## config.mk

```make
export PLATFORM = sky130hd
export DESIGN_NAME = rgb_to_hsv_8bit_flat
export DESIGN_NICKNAME = d
export VERILOG_FILES = /design/src/design/rth_pkg.sv /design/src/design/rth_pix_if.sv /design/src/design/rth_hsv_if.sv /design/src/design/rth_prep.sv /design/src/design/rth_cell.sv /design/src/design/rgb_to_hsv_8bit.sv /design/src/flat_wrapper.sv
export SDC_FILE = /design/constraint.sdc
export NUM_CORES = 1
export LEC_CHECK = 0
export BUFFER_PORTS_ARGS = -buffer_cell sky130_fd_sc_hd__buf_2
export CAP_MARGIN = 20
export CORE_MARGIN = 10
export CORE_UTILIZATION = 49
export CTS_CLUSTER_DIAMETER = 50
export DETAILED_ROUTE_END_ITERATION = 8
export GPL_TIMING_DRIVEN = 0
export PLACE_DENSITY_LB_ADDON = 0.15
export SETUP_SLACK_MARGIN = 0.05
export SLEW_MARGIN = 20
export SYNTH_ARGS = -nofsm -noshare
export SYNTH_HDL_FRONTEND = slang
export SYNTH_SLANG_ARGS = --single-unit
export TNS_END_PERCENT = 100
```

## constraint.sdc

```tcl
create_clock -name i_clk -period 16.85 [get_ports i_clk]
set_clock_uncertainty 0.15 [all_clocks]
set_input_delay 4.2125 -clock i_clk [delete_from_list [all_inputs] [get_ports i_clk]]
set_output_delay 4.2125 -clock i_clk [all_outputs]
set_load 0.01 [all_outputs]
```

## src/design/rth_pkg.sv

```systemverilog
// Shared types and constants for the RGB to HSV converter.
// No dependencies; used by the interfaces, the cells and the top level.
package rth_pkg;

    localparam int unsigned CH_W   = 8;
    localparam int unsigned REM_W  = 2 * CH_W;
    localparam int unsigned NCELLS = CH_W;
    localparam int unsigned NSTG   = NCELLS + 2;

    localparam logic [CH_W-1:0] HUE_SPAN       = 8'd43;
    localparam logic [CH_W-1:0] HUE_BASE_RED   = 8'd0;
    localparam logic [CH_W-1:0] HUE_BASE_GREEN = 8'd85;
    localparam logic [CH_W-1:0] HUE_BASE_BLUE  = 8'd171;

    typedef logic [CH_W-1:0] t_chan;

    // Payload carried from cell to cell: two restoring divisions side by side.
    typedef struct packed {
        logic [REM_W-1:0] sat_rem;  // 255*chroma, reduced as bits are found
        logic [REM_W-1:0] hue_rem;  // 43*|diff|, reduced as bits are found
        t_chan            sat_q;
        t_chan            hue_q;
        t_chan            hi;       // divisor for saturation, also brightness
        t_chan            chroma;   // divisor for hue
        t_chan            base;
        logic             neg;      // hue offset is subtracted
    } t_cell_data;

endpackage

```

## src/design/rth_pix_if.sv

```systemverilog
// Input channel: one RGB pixel per transfer.
// Depends on rth_pkg.
interface rth_pix_if;
    logic          valid;
    logic          ready;
    rth_pkg::t_chan red;
    rth_pkg::t_chan green;
    rth_pkg::t_chan blue;

    modport source (output valid, red, green, blue, input ready);
    modport sink   (input valid, red, green, blue, output ready);
endinterface

```

## src/design/rth_hsv_if.sv

```systemverilog
// Output channel: one HSV result per transfer.
// Depends on rth_pkg.
interface rth_hsv_if;
    logic          valid;
    logic          ready;
    rth_pkg::t_chan hue;
    rth_pkg::t_chan saturation;
    rth_pkg::t_chan brightness;

    modport source (output valid, hue, saturation, brightness, input ready);
    modport sink   (input valid, hue, saturation, brightness, output ready);
endinterface

```

## src/design/rth_prep.sv

```systemverilog
// Front stage: max/min, chroma, hue base and signed channel difference,
// plus the two dividends. Registered. Depends on rth_pkg.
module rth_prep (
    input  logic                i_clk,
    input  logic                i_en,
    input  rth_pkg::t_chan      i_red,
    input  rth_pkg::t_chan      i_green,
    input  rth_pkg::t_chan      i_blue,
    output rth_pkg::t_cell_data o_data
);

    rth_pkg::t_cell_data r_data;
    rth_pkg::t_cell_data n_data;

    rth_pkg::t_chan hi;
    rth_pkg::t_chan lo;
    rth_pkg::t_chan pa;
    rth_pkg::t_chan pb;
    rth_pkg::t_chan mag;
    logic           neg;

    always_comb begin
        hi = (i_red > i_green) ? i_red : i_green;
        hi = (hi > i_blue) ? hi : i_blue;
        lo = (i_red < i_green) ? i_red : i_green;
        lo = (lo < i_blue) ? lo : i_blue;

        // red wins ties over green, green over blue
        if (hi == i_red) begin
            n_data.base = rth_pkg::HUE_BASE_RED;
            pa = i_green;
            pb = i_blue;
        end else if (hi == i_green) begin
            n_data.base = rth_pkg::HUE_BASE_GREEN;
            pa = i_blue;
            pb = i_red;
        end else begin
            n_data.base = rth_pkg::HUE_BASE_BLUE;
            pa = i_red;
            pb = i_green;
        end
        neg = (pb > pa);
        mag = neg ? (pb - pa) : (pa - pb);

        n_data.hi      = hi;
        n_data.chroma  = hi - lo;
        n_data.neg     = neg;
        // 255*c = (c << 8) - c
        n_data.sat_rem = {n_data.chroma, {rth_pkg::CH_W{1'b0}}}
                         - {{rth_pkg::CH_W{1'b0}}, n_data.chroma};
        n_data.hue_rem = rth_pkg::REM_W'(mag) * rth_pkg::REM_W'(rth_pkg::HUE_SPAN);
        n_data.sat_q   = '0;
        n_data.hue_q   = '0;
    end

    always_ff @(posedge i_clk) begin
        if (i_en) begin
            r_data <= n_data;
        end
    end

    assign o_data = r_data;

endmodule

```

## src/design/rth_cell.sv

```systemverilog
// One restoring-division cell: finds quotient bit BIT of both the saturation
// and the hue divisions, then registers the payload. Depends on rth_pkg.
module rth_cell #(
    parameter int unsigned BIT = 0
) (
    input  logic                i_clk,
    input  logic                i_en,
    input  rth_pkg::t_cell_data i_data,
    output rth_pkg::t_cell_data o_data
);

    rth_pkg::t_cell_data r_data;
    rth_pkg::t_cell_data n_data;

    logic [rth_pkg::REM_W-1:0] sat_sh;
    logic [rth_pkg::REM_W-1:0] hue_sh;
    logic                      sat_bit;
    logic                      hue_bit;

    always_comb begin
        sat_sh  = rth_pkg::REM_W'(i_data.hi) << BIT;
        hue_sh  = rth_pkg::REM_W'(i_data.chroma) << BIT;
        sat_bit = (i_data.sat_rem >= sat_sh);
        hue_bit = (i_data.hue_rem >= hue_sh);

        n_data = i_data;
        if (sat_bit) begin
            n_data.sat_rem = i_data.sat_rem - sat_sh;
        end
        if (hue_bit) begin
            n_data.hue_rem = i_data.hue_rem - hue_sh;
        end
        n_data.sat_q[BIT] = sat_bit;
        n_data.hue_q[BIT] = hue_bit;
    end

    always_ff @(posedge i_clk) begin
        if (i_en) begin
            r_data <= n_data;
        end
    end

    assign o_data = r_data;

endmodule

```

## src/design/rgb_to_hsv_8bit.sv

```systemverilog
// RGB to HSV converter, 8 bits per channel.
// Pipeline from input transfer to result valid: front stage,
// one cell per quotient bit for 8 bits, output register.
// Throughput: one pixel per cycle; each stage advances when its successor
// is empty or advancing. Synchronous active-low reset clears all valid bits.
// Depends on rth_pkg, rth_pix_if, rth_hsv_if, rth_prep, rth_cell.
module rgb_to_hsv_8bit (
    input  logic        i_clk,
    input  logic        i_rst_n,
    rth_pix_if.sink     i_pix,
    rth_hsv_if.source   o_hsv
);

    localparam int unsigned NC = rth_pkg::NCELLS;
    localparam int unsigned NS = rth_pkg::NSTG;

    logic [NS-1:0] r_vld;
    logic [NS-1:0] n_vld;
    logic [NS-1:0] en;

    rth_pkg::t_cell_data d [NC+1];

    rth_pkg::t_chan r_hue;
    rth_pkg::t_chan r_sat;
    rth_pkg::t_chan r_val;
    rth_pkg::t_chan n_hue;
    rth_pkg::t_chan n_sat;

    always_comb begin
        en[NS-1] = !r_vld[NS-1] || o_hsv.ready;
        for (int k = NS - 2; k >= 0; k--) begin
            en[k] = !r_vld[k] || en[k+1];
        end
        n_vld[0] = en[0] ? i_pix.valid : r_vld[0];
        for (int k = 1; k < NS; k++) begin
            n_vld[k] = en[k] ? r_vld[k-1] : r_vld[k];
        end
    end

    always_ff @(posedge i_clk) begin
        if (!i_rst_n) begin
            r_vld <= '0;
        end else begin
            r_vld <= n_vld;
        end
    end

    rth_prep u_prep (
        .i_clk   (i_clk),
        .i_en    (en[0]),
        .i_red   (i_pix.red),
        .i_green (i_pix.green),
        .i_blue  (i_pix.blue),
        .o_data  (d[0])
    );

    // cell j resolves quotient bit NC-1-j, most significant first
    for (genvar j = 0; j < NC; j++) begin : g_cell
        rth_cell #(
            .BIT (NC - 1 - j)
        ) u_cell (
            .i_clk  (i_clk),
            .i_en   (en[j+1]),
            .i_data (d[j]),
            .o_data (d[j+1])
        );
    end

    always_comb begin
        // black pixel: divisor of saturation was zero, quotient is junk
        n_sat = (d[NC].hi == '0) ? '0 : d[NC].sat_q;
        if (d[NC].hi == '0 || d[NC].chroma == '0) begin
            n_hue = '0;
        end else if (d[NC].neg) begin
            n_hue = d[NC].base - d[NC].hue_q;
        end else begin
            n_hue = d[NC].base + d[NC].hue_q;
        end
    end

    always_ff @(posedge i_clk) begin
        if (en[NS-1]) begin
            r_hue <= n_hue;
            r_sat <= n_sat;
            r_val <= d[NC].hi;
        end
    end

    assign i_pix.ready      = en[0];
    assign o_hsv.valid      = r_vld[NS-1];
    assign o_hsv.hue        = r_hue;
    assign o_hsv.saturation = r_sat;
    assign o_hsv.brightness = r_val;

endmodule
```

## src/flat_wrapper.sv

```systemverilog
// flat-port wrapper written by rule: the top's interface ports become plain ports
module rgb_to_hsv_8bit_flat 
  (i_clk, i_rst_n, i_pix_valid, i_pix_red, i_pix_green, i_pix_blue, i_pix_ready, o_hsv_valid, o_hsv_hue, o_hsv_saturation, o_hsv_brightness, o_hsv_ready);
  rth_pix_if i_pix_i ();
  rth_hsv_if o_hsv_i ();
  input  logic i_clk;
  input  logic i_rst_n;
  input wire logic [$bits(i_pix_i.valid)-1:0] i_pix_valid;
  input wire logic [$bits(i_pix_i.red)-1:0] i_pix_red;
  input wire logic [$bits(i_pix_i.green)-1:0] i_pix_green;
  input wire logic [$bits(i_pix_i.blue)-1:0] i_pix_blue;
  output wire logic [$bits(i_pix_i.ready)-1:0] i_pix_ready;
  output wire logic [$bits(o_hsv_i.valid)-1:0] o_hsv_valid;
  output wire logic [$bits(o_hsv_i.hue)-1:0] o_hsv_hue;
  output wire logic [$bits(o_hsv_i.saturation)-1:0] o_hsv_saturation;
  output wire logic [$bits(o_hsv_i.brightness)-1:0] o_hsv_brightness;
  input wire logic [$bits(o_hsv_i.ready)-1:0] o_hsv_ready;
  assign i_pix_i.valid = i_pix_valid;
  assign i_pix_i.red = i_pix_red;
  assign i_pix_i.green = i_pix_green;
  assign i_pix_i.blue = i_pix_blue;
  assign i_pix_ready = i_pix_i.ready;
  assign o_hsv_valid = o_hsv_i.valid;
  assign o_hsv_hue = o_hsv_i.hue;
  assign o_hsv_saturation = o_hsv_i.saturation;
  assign o_hsv_brightness = o_hsv_i.brightness;
  assign o_hsv_i.ready = o_hsv_ready;
  rgb_to_hsv_8bit u_core (.i_clk(i_clk), .i_rst_n(i_rst_n), .i_pix(i_pix_i), .o_hsv(o_hsv_i));
endmodule
```

# After elaboration in Yosys (flattened, before gate mapping)
# Index checks and enable logic that the tools add are counted.
# word_totals
regBits,585
input_bits,28
# op_classes
add_sub_neg,20
multipliers,1
order_cmp,21
eq_ne,2
n_mux,25
n_reduce_logical,23
# op_table
op,n
16-bit 2-to-1 mux,13
8-bit 2-to-1 mux,11
16-bit by 10-bit greater-or-equal comparator with 1-bit output,2
16-bit by 11-bit greater-or-equal comparator with 1-bit output,2
16-bit by 12-bit greater-or-equal comparator with 1-bit output,2
16-bit by 13-bit greater-or-equal comparator with 1-bit output,2
16-bit by 14-bit greater-or-equal comparator with 1-bit output,2
16-bit by 8-bit greater-or-equal comparator with 1-bit output,2
16-bit by 9-bit greater-or-equal comparator with 1-bit output,2
16-bit by 10-bit subtractor with 16-bit output,2
16-bit by 11-bit subtractor with 16-bit output,2
16-bit by 12-bit subtractor with 16-bit output,2
16-bit by 13-bit subtractor with 16-bit output,2
16-bit by 14-bit subtractor with 16-bit output,2
16-bit by 9-bit subtractor with 16-bit output,2
8-bit subtractor,4
8-bit > comparator,3
8-bit == test,2
16-bit by 15-bit greater-or-equal comparator with 1-bit output,1
8-bit zero test,2
8-bit less-than comparator,2
14-bit by 15-bit subtractor with 16-bit output,1
16-bit by 15-bit subtractor with 16-bit output,1
16-bit by 8-bit subtractor with 16-bit output,1
6 further kinds,25

# Depth between registers and ports, before layout
# Gate-level depths: netlist (run 1).
# depth
word_depth,11
mapped_depth,51
depth_no_buf,47

# By module
# A second synthesis (run 1) with hierarchy kept.
# hier_totals
cells_unflattened,2711
hier_area_um2,34580.7
# by_module_without_submodules
module,instances,cells_per_inst,area_per_inst_um2
rth_prep,1,601,5721.7
rth_cell (u_core.g_cell[5].u_cell),1,281,3598.5
rth_cell (u_core.g_cell[6].u_cell),1,261,3490.8
rth_cell (u_core.g_cell[7].u_cell),1,256,3474.6
rth_cell (u_core.g_cell[3].u_cell),1,254,3400.8
rth_cell (u_core.g_cell[2].u_cell),1,234,3344.5
rth_cell (u_core.g_cell[4].u_cell),1,243,3334.4
rth_cell (u_core.g_cell[1].u_cell),1,219,3314.4
rth_cell (u_core.g_cell[0].u_cell),1,213,3231.8
rgb_to_hsv_8bit,1,149,1669.1

# Worst setup path after synthesis (run 1)
# Ideal clock, no wire load.
# synth_path
path_kind,input -> register
start,input i_pix_green[2]
end,"register u_core.u_prep.r_data, in the netlist u_core.u_prep.o_data[54], data pin"
setup_ps,258
arrival_ps,13834
path_slack_ps,2609
stages,48
path_buffers,7
cell_sequence,clkbuf_1 inv_1 ha_1 o211ai_1 a21o_1 a21oi_2 clkbuf_1 o21ai_0 ha_1 nand3_1 o21bai_1 and3_1 buf_4 or2_4 buf_6 buf_6 a221oi_1 a21oi_1 (+12 left out) o21ai_0 a221oi_1 xnor2_1 ha_1 inv_1 fa_1 fa_1 inv_1 ha_1 a21oi_1 o21bai_1 a21oi_1 nor2b_1 o21a_1 o21ai_0 nand2b_1 a21oi_1 xnor2_1
# synth_lines
item,line,source
from (decl),flat_wrapper.sv:10,input wire logic [$bits(i_pix_i.green)-1:0] i_pix_green;
to (signal assigned),rth_prep.sv:58,r_data <= n_data;
to (decl),rth_prep.sv:12,rth_pkg::t_cell_data r_data;

==> results.toml, run 1 <==
[status]
run_status = "complete, no violations"

[worst_hold_path]
holdPathEnd = "u_core.g_cell[6].u_cell.o_data[30]"
hold_class = "flop to flop"
worstHoldPathCells = 0
hp-start = "u_core.g_cell[5].u_cell.o_data[30]"

[critical_path]
crit_path_start_kind = "input port"
reg2regPathDepth = 12
endpoint_kind = "flop"
crit_type = "input port to flop"
cp_slowest_cell = "mux2i_1"
r2r_slack_ns = 12.92
reg2reg_from = "u_core.g_cell[4].u_cell.o_data[57]"
crit_arrival_ns = 15.70
rr_endpoint = "u_core.g_cell[5].u_cell.o_data[43]"
cpLargestDelayFamily = "compound AO/OA/AOI/OAI gates"
crit_fanout = 10
critPathBufInv = 8
cpPeakStageDelay_ns = 0.62
required_ns = 17.04

[timing]
setup_viol = 0
fin_crit_ns = 15.52
fin_crit_sh_pct = 92.09
fmax_mhz = 64.45
grt_setup_unrepaired = "false"
slew_headroom_pct = 31.28
worst_pin_slew_ns = 1.030
slew_violations = 0
finalHoldViolCount = 0
setup_tns_ns = 0

[logic_synthesis]
synth_flop_cell = "edfxtp_1"
async_reset_ff_share_pct = 0
synth_top_cell_by_area = "edfxtp_1"
avgSynthCellArea_sq_um = 12.09
synth_area_sq_um = 28020
synth_edf_count = 522
yosysSeqAreaShare_pct = 56.67
muxShareOfSynthArea_pct = 2.751
synth_compound_area_share_pct = 10.17
synthSimpleGateAreaFrac_pct = 9.776
syn-instance-count = 2318
synth_top_family_by_area = "adder cells"
synthXorXnorAreaFrac_pct = 4.752
yosysWarnings = 0
ys_types = 74
ys_ff_latch = 532
ys_top_cells_by_area = "edfxtp_1 (56%), ha_1 (9.6%), inv_1 (3.6%)"
synth_fp_nets = 2588
synthAdderAreaFrac_pct = 11.53
synth_top_area_share_pct = 55.95

[floorplan]
core_sq_um = 56500
die_h_um = 259.1
rows = 87
die_w_um = 259.1
start_util_pct = 49.59
die_area_sq_um = 67140
io_pins = 54

[global_route]
overflow = 0
grt_usage_pct = 15.16
grt_max_degree = 64
grt_pass1_wl_um = 84150
grt_antenna_before_repair = 0
grt_pass1_vias = 17390

[cts]
clk_path_buf_depth = 3
clk_latency_ns = 0.59
cts_buffers = 53
cts_tree = "done"
postCtsSetupBuffers = 0
cts_root_buffer = "clkbuf_16"
clkTransAtPathRegs_ns = 0.06
cts_sinks = 532
cts_hold_buf = 0
post_cts_resized = 0
htree_levels = 2

[layout]
drive_gt1_share_pct = 7.502
area_growth_pct = 11.20
mostFrequentLayoutCells = "edfxtp_1 (522), inv_1 (265), ha_1 (215)"
diodes = 0
fillerInstances = 4629
fin_nets = 2696
layout_commonest_cell = "edfxtp_1"
finalNonFillerCells = 3222

[pwr]
ir_worst_vdd_uv = 127.7
clock_power_share_pct = 17.4
p_switching_mw = 2.410
p_sw_share_pct = 35.45
p_comb_share_pct = 44.2
p_seq_share_pct = 38.4
power_leakage_nw = 12.83
internal_power_mw = 4.388
p_per_area_nw_per_um2 = 218.2

[job]
cap_violations = 0

[place]
numPortBuffers = 47
hpwl_um = 39460
gp_congestion = 0.8781
dp.cells = 3127

[drt]
wl_per_cell_um = 15.70
drt_pass1_iterations = 7
ant_nets = 0
via_count = 17050
routed_via_density = 5.292
drt-total-wl_um = 50590
drtIter0Drc = 986
drc = 0
==> registers in the layout, summed over array words and instances, names as in the netlist <==
| name | flops |
|---|---|
| u_core.o_hsv.brightness | 8 |
| u_core.o_hsv.saturation | 8 |
| u_core.r_vld | 10 |
| u_core.g_cell.u_cell.o_data | 449 |
| u_core.o_hsv.hue | 8 |
| u_core.u_prep.o_data | 49 |
==> synth_stat cells (4+ instances only) <==
cell type / number
edfxtp_1: 522
inv_1: 269
ha_1: 215
nor2_1: 155
a21oi_1: 153
nand2_1: 122
o21ai_0: 122
xnor2_1: 96
xor2_1: 56
a21o_1: 55
nor2b_1: 50
mux2i_1: 44
nand2b_1: 34
nand4_1: 33
nor3_1: 33
clkbuf_1: 31
fa_1: 27
a21boi_0: 26
nor4_1: 22
o21a_1: 20
o31ai_1: 19
mux2_2: 18
nand3_1: 16
or4_1: 14
a31oi_1: 12
and2_1: 12
or3_1: 11
dfxtp_1: 10
mux2_1: 10
o21bai_1: 10
a211oi_1: 9
and3_1: 9
a221oi_1: 6
nor4b_1: 6
o311ai_0: 6
buf_6: 5
nand4b_1: 4
o2111ai_1: 4
==> how the worst max path moves through the flow <==
stage          depth (start not counted)  slack, ns                  endpoint            from
6_report                              47       1.33  u_core.u_prep.o_data[54]  i_pix_green[2]
5_1_grt                               47       0.32  u_core.u_prep.o_data[54]  i_pix_green[2]
4_1_cts                               47       1.40  u_core.u_prep.o_data[54]  i_pix_green[2]
3_5_place_dp                          47       0.81  u_core.u_prep.o_data[54]  i_pix_green[2]
2_1_floorplan                         48       2.61  u_core.u_prep.o_data[54]  i_pix_green[2]
3_3_place_gp                          47       0.87  u_core.u_prep.o_data[54]  i_pix_green[2]
==> layout make-up <==
class / count / area, sq um / area share [%]
Tap cell: 756 / 945.9 / 3.036
Clock inverter: 33 / 381.6 / 1.225
Sequential cell: 532 / 15880 / 50.96
Timing Repair Buffer: 53 / 370.4 / 1.189
Buffer: 41 / 201.4 / 0.6466
Inverter: 271 / 1022 / 3.281
Multi-Input combinational cell: 1474 / 10950 / 35.16
Clock buffer: 62 / 1403 / 4.502
==> metal layers <==
layer,track usage [%],wire (um)
met2,28.70,26630
met4,6.159,1789
met1,16.40,20350
met5,0,0
met3,2.624,1823
==> metrics by stage <==
step | power [mW] | area (sq um) | setup slack (ns) | util, % | hold WS, ns
3_3_place_gp | 5.523 | 29200 | 0.8731 | 51.68 | 0.2513
3_5_place_dp | 5.651 | 29370 | 0.8106 | 51.99 | 0.2545
2_1_floorplan | 4.897 | 28020 | 2.609 | - | 0.2503
6_report | 6.798 | 31150 | 1.333 | 55.14 | 0.2642
5_1_grt | 7.394 | 31150 | 0.3196 | 55.14 | 0.2694
4_1_cts | 6.868 | 31150 | 1.399 | 55.14 | 0.2634
==> power groups by stage <==
stage               Combinational, mW  Sequential (mW)  Clock, mW
floorplan                        2.37             2.52          0
global placement                 2.90             2.62          0
detailed placement               3.01             2.64          0
CTS                              3.03             2.61       1.22
global route                     3.44             2.68       1.28
finish                           3.00             2.61       1.19
==> kinds of logic (layout without fill, tap and decap cells) <==
logic type | Yosys count | after routing
flops | 532 | 532
buf+inv | 312 | 460
compound gates | 467 | 467
xor+xnor | 152 | 152
simple gates | 540 | 540
mux | 73 | 73
fa+ha+maj | 242 | 242
Note: power is estimated with default switching activity, not from simulation.
==> run 2, diff against run 1 <==
--- a/config.mk
+++ b/config.mk
@@ -7,7 +7,6 @@
 export LEC_CHECK = 0
 export BUFFER_PORTS_ARGS = -buffer_cell sky130_fd_sc_hd__buf_2
 export CAP_MARGIN = 20
-export CORE_MARGIN = 10
 export CORE_UTILIZATION = 49
 export CTS_CLUSTER_DIAMETER = 50
 export DETAILED_ROUTE_END_ITERATION = 8
==> results.toml, run 2 (synthesis gave the netlist of run 1 again) <==
[status]
run_status = "complete, no violations"

[critical_path]
reg2regPathDepth = 12
required_ns = 17.03
crit_fanout = 10
crit_path_start_kind = "input port"
crit_arrival_ns = 15.97
crit_type = "input port to flop"
endpoint_kind = "flop"
cpLargestDelayFamily = "compound AO/OA/AOI/OAI gates"
rr_endpoint = "u_core.g_cell[5].u_cell.o_data[43]"
cp_slowest_cell = "mux2i_1"
cpPeakStageDelay_ns = 0.65
crit_path_start = "i_pix_green[2]"
reg2reg_from = "u_core.g_cell[4].u_cell.o_data[57]"
r2r_slack_ns = 12.96
critPathBufInv = 8

[drt]
routed_via_density = 5.279
drc = 0
ant_nets = 0
drt-total-wl_um = 50390
drtIter0Drc = 679
drt_pass1_iterations = 5
wl_per_cell_um = 15.63
via_count = 17030

[layout]
area_growth_pct = 11.21
drive_gt1_share_pct = 7.452
largest_register_ffs = 449
mostFrequentLayoutCells = "edfxtp_1 (522), inv_1 (265), ha_1 (215)"
finalNonFillerCells = 3225
layout_commonest_cell = "edfxtp_1"
fin_nets = 2696
fillerInstances = 4677
diodes = 0

[timing]
slew_violations = 0
worst_pin_slew_ns = 1.002
slew_headroom_pct = 33.14
grt_setup_unrepaired = "false"
setup_tns_ns = 0
fin_crit_sh_pct = 93.73
fmax_mhz = 63.32
fin_crit_ns = 15.79
finalHoldViolCount = 0
setup_viol = 0

[pwr]
ir_worst_vdd_uv = 122.1
p_comb_share_pct = 44.2
internal_power_mw = 4.384
clock_power_share_pct = 17.4
p_switching_mw = 2.410
p_per_area_nw_per_um2 = 218.1
p_sw_share_pct = 35.47
power_leakage_nw = 12.84
p_seq_share_pct = 38.4

[place]
hpwl_um = 39210
numPortBuffers = 47
gp_congestion = 0.8859
dp.cells = 3128

[floorplan]
die_w_um = 241.1
io_pins = 54
core_sq_um = 56390
die_area_sq_um = 58130
die_h_um = 241.1
rows = 87
start_util_pct = 49.68

[cts]
clk_latency_ns = 0.59
cts_hold_buf = 0
postCtsSetupBuffers = 0
clkTransAtPathRegs_ns = 0.06
cts_tree = "done"
cts_root_buffer = "clkbuf_16"
post_cts_resized = 0
cts_sinks = 532
cts_buffers = 52
clk_path_buf_depth = 3
htree_levels = 2

[global_route]
grt_usage_pct = 17.83
grt_antenna_before_repair = 0
overflow = 0
grt_pass1_wl_um = 82930
grt_pass1_vias = 17480
grt_max_degree = 64

[worst_hold_path]
hold_class = "flop to flop"
hp-start = "u_core.g_cell[5].u_cell.o_data[30]"
holdPathEnd = "u_core.g_cell[6].u_cell.o_data[30]"
worstHoldPathCells = 0

[job]
cap_violations = 0
-- run 2: changes by cell type in the layout (fill, tap and decap cells not counted) --
cell	before	now
clkbuf_1	38	36
bufinv_16	8	9
inv_6	3	4
clkbuf_16	55	53
clkinv_1	10	16
clkinv_2	8	10
inv_4	2	1
inv_2	3	4
buf_12	4	5
clkinvlp_4	4	0
-- run 2: worst max path at each step --
| stage | to | slack [ns] | cells after the start |
|---|---|---|---|
| finish | u_core.u_prep.o_data[54] | 1.06 | 47 |
| global route | u_core.u_prep.o_data[54] | 0.29 | 47 |
| CTS | u_core.u_prep.o_data[54] | 1.20 | 47 |
| detailed placement | u_core.u_prep.o_data[54] | 0.63 | 47 |
| global placement | u_core.u_prep.o_data[54] | 0.78 | 47 |
| floorplan | u_core.u_prep.o_data[54] | 2.61 | 48 |
-- run 2: cell type report --
| type | instances | area [sq um] | share of cell area [%] |
|---|---|---|---|
| inverters | 271 | 1020 | 3.273 |
| flip-flops and latches | 532 | 15880 | 50.96 |
| well taps | 756 | 945.9 | 3.036 |
| clock inverters | 39 | 422.9 | 1.357 |
| repair buffers | 54 | 390.4 | 1.253 |
| clock buffers | 58 | 1345 | 4.317 |
| multi-input cells | 1474 | 10950 | 35.16 |
| plain buffers | 41 | 201.4 | 0.6466 |
-- run 2: power groups by stage --
| stage | sequential, mW | combinational, mW | clock, mW |
|---|---|---|---|
| after global routing | 2.68 | 3.42 | 1.27 |
| after global placement | 2.62 | 2.90 | 0 |
| after CTS | 2.62 | 3.03 | 1.22 |
| final | 2.61 | 3.00 | 1.18 |
| after floorplan | 2.52 | 2.37 | 0 |
| after detailed placement | 2.64 | 3.01 | 0 |
-- run 2: metrics by stage --
step	instance area, sq um	hold WS (ns)	setup WS [ns]	power (mW)	util [%]
after floorplan	28020	0.2503	2.609	4.897	-
after global placement	29200	0.2516	0.7840	5.515	51.78
after detailed placement	29390	0.2545	0.6320	5.648	52.12
after CTS	31150	0.2627	1.203	6.861	55.25
after global routing	31150	0.2670	0.2935	7.365	55.25
final	31150	0.2538	1.057	6.793	55.25
-- run 2: layer usage --
| layer | track usage, % | share of wire [%] | vias to the layer above |
|---|---|---|---|
| li1 | - | - | 8624 |
| met1 | 19.27 | 40 | 8044 |
| met2 | 34.03 | 53 | 255 |
| met3 | 2.814 | 3.0 | 103 |
| met4 | 7.710 | 3.9 | 0 |
| met5 | 0 | 0 | - |
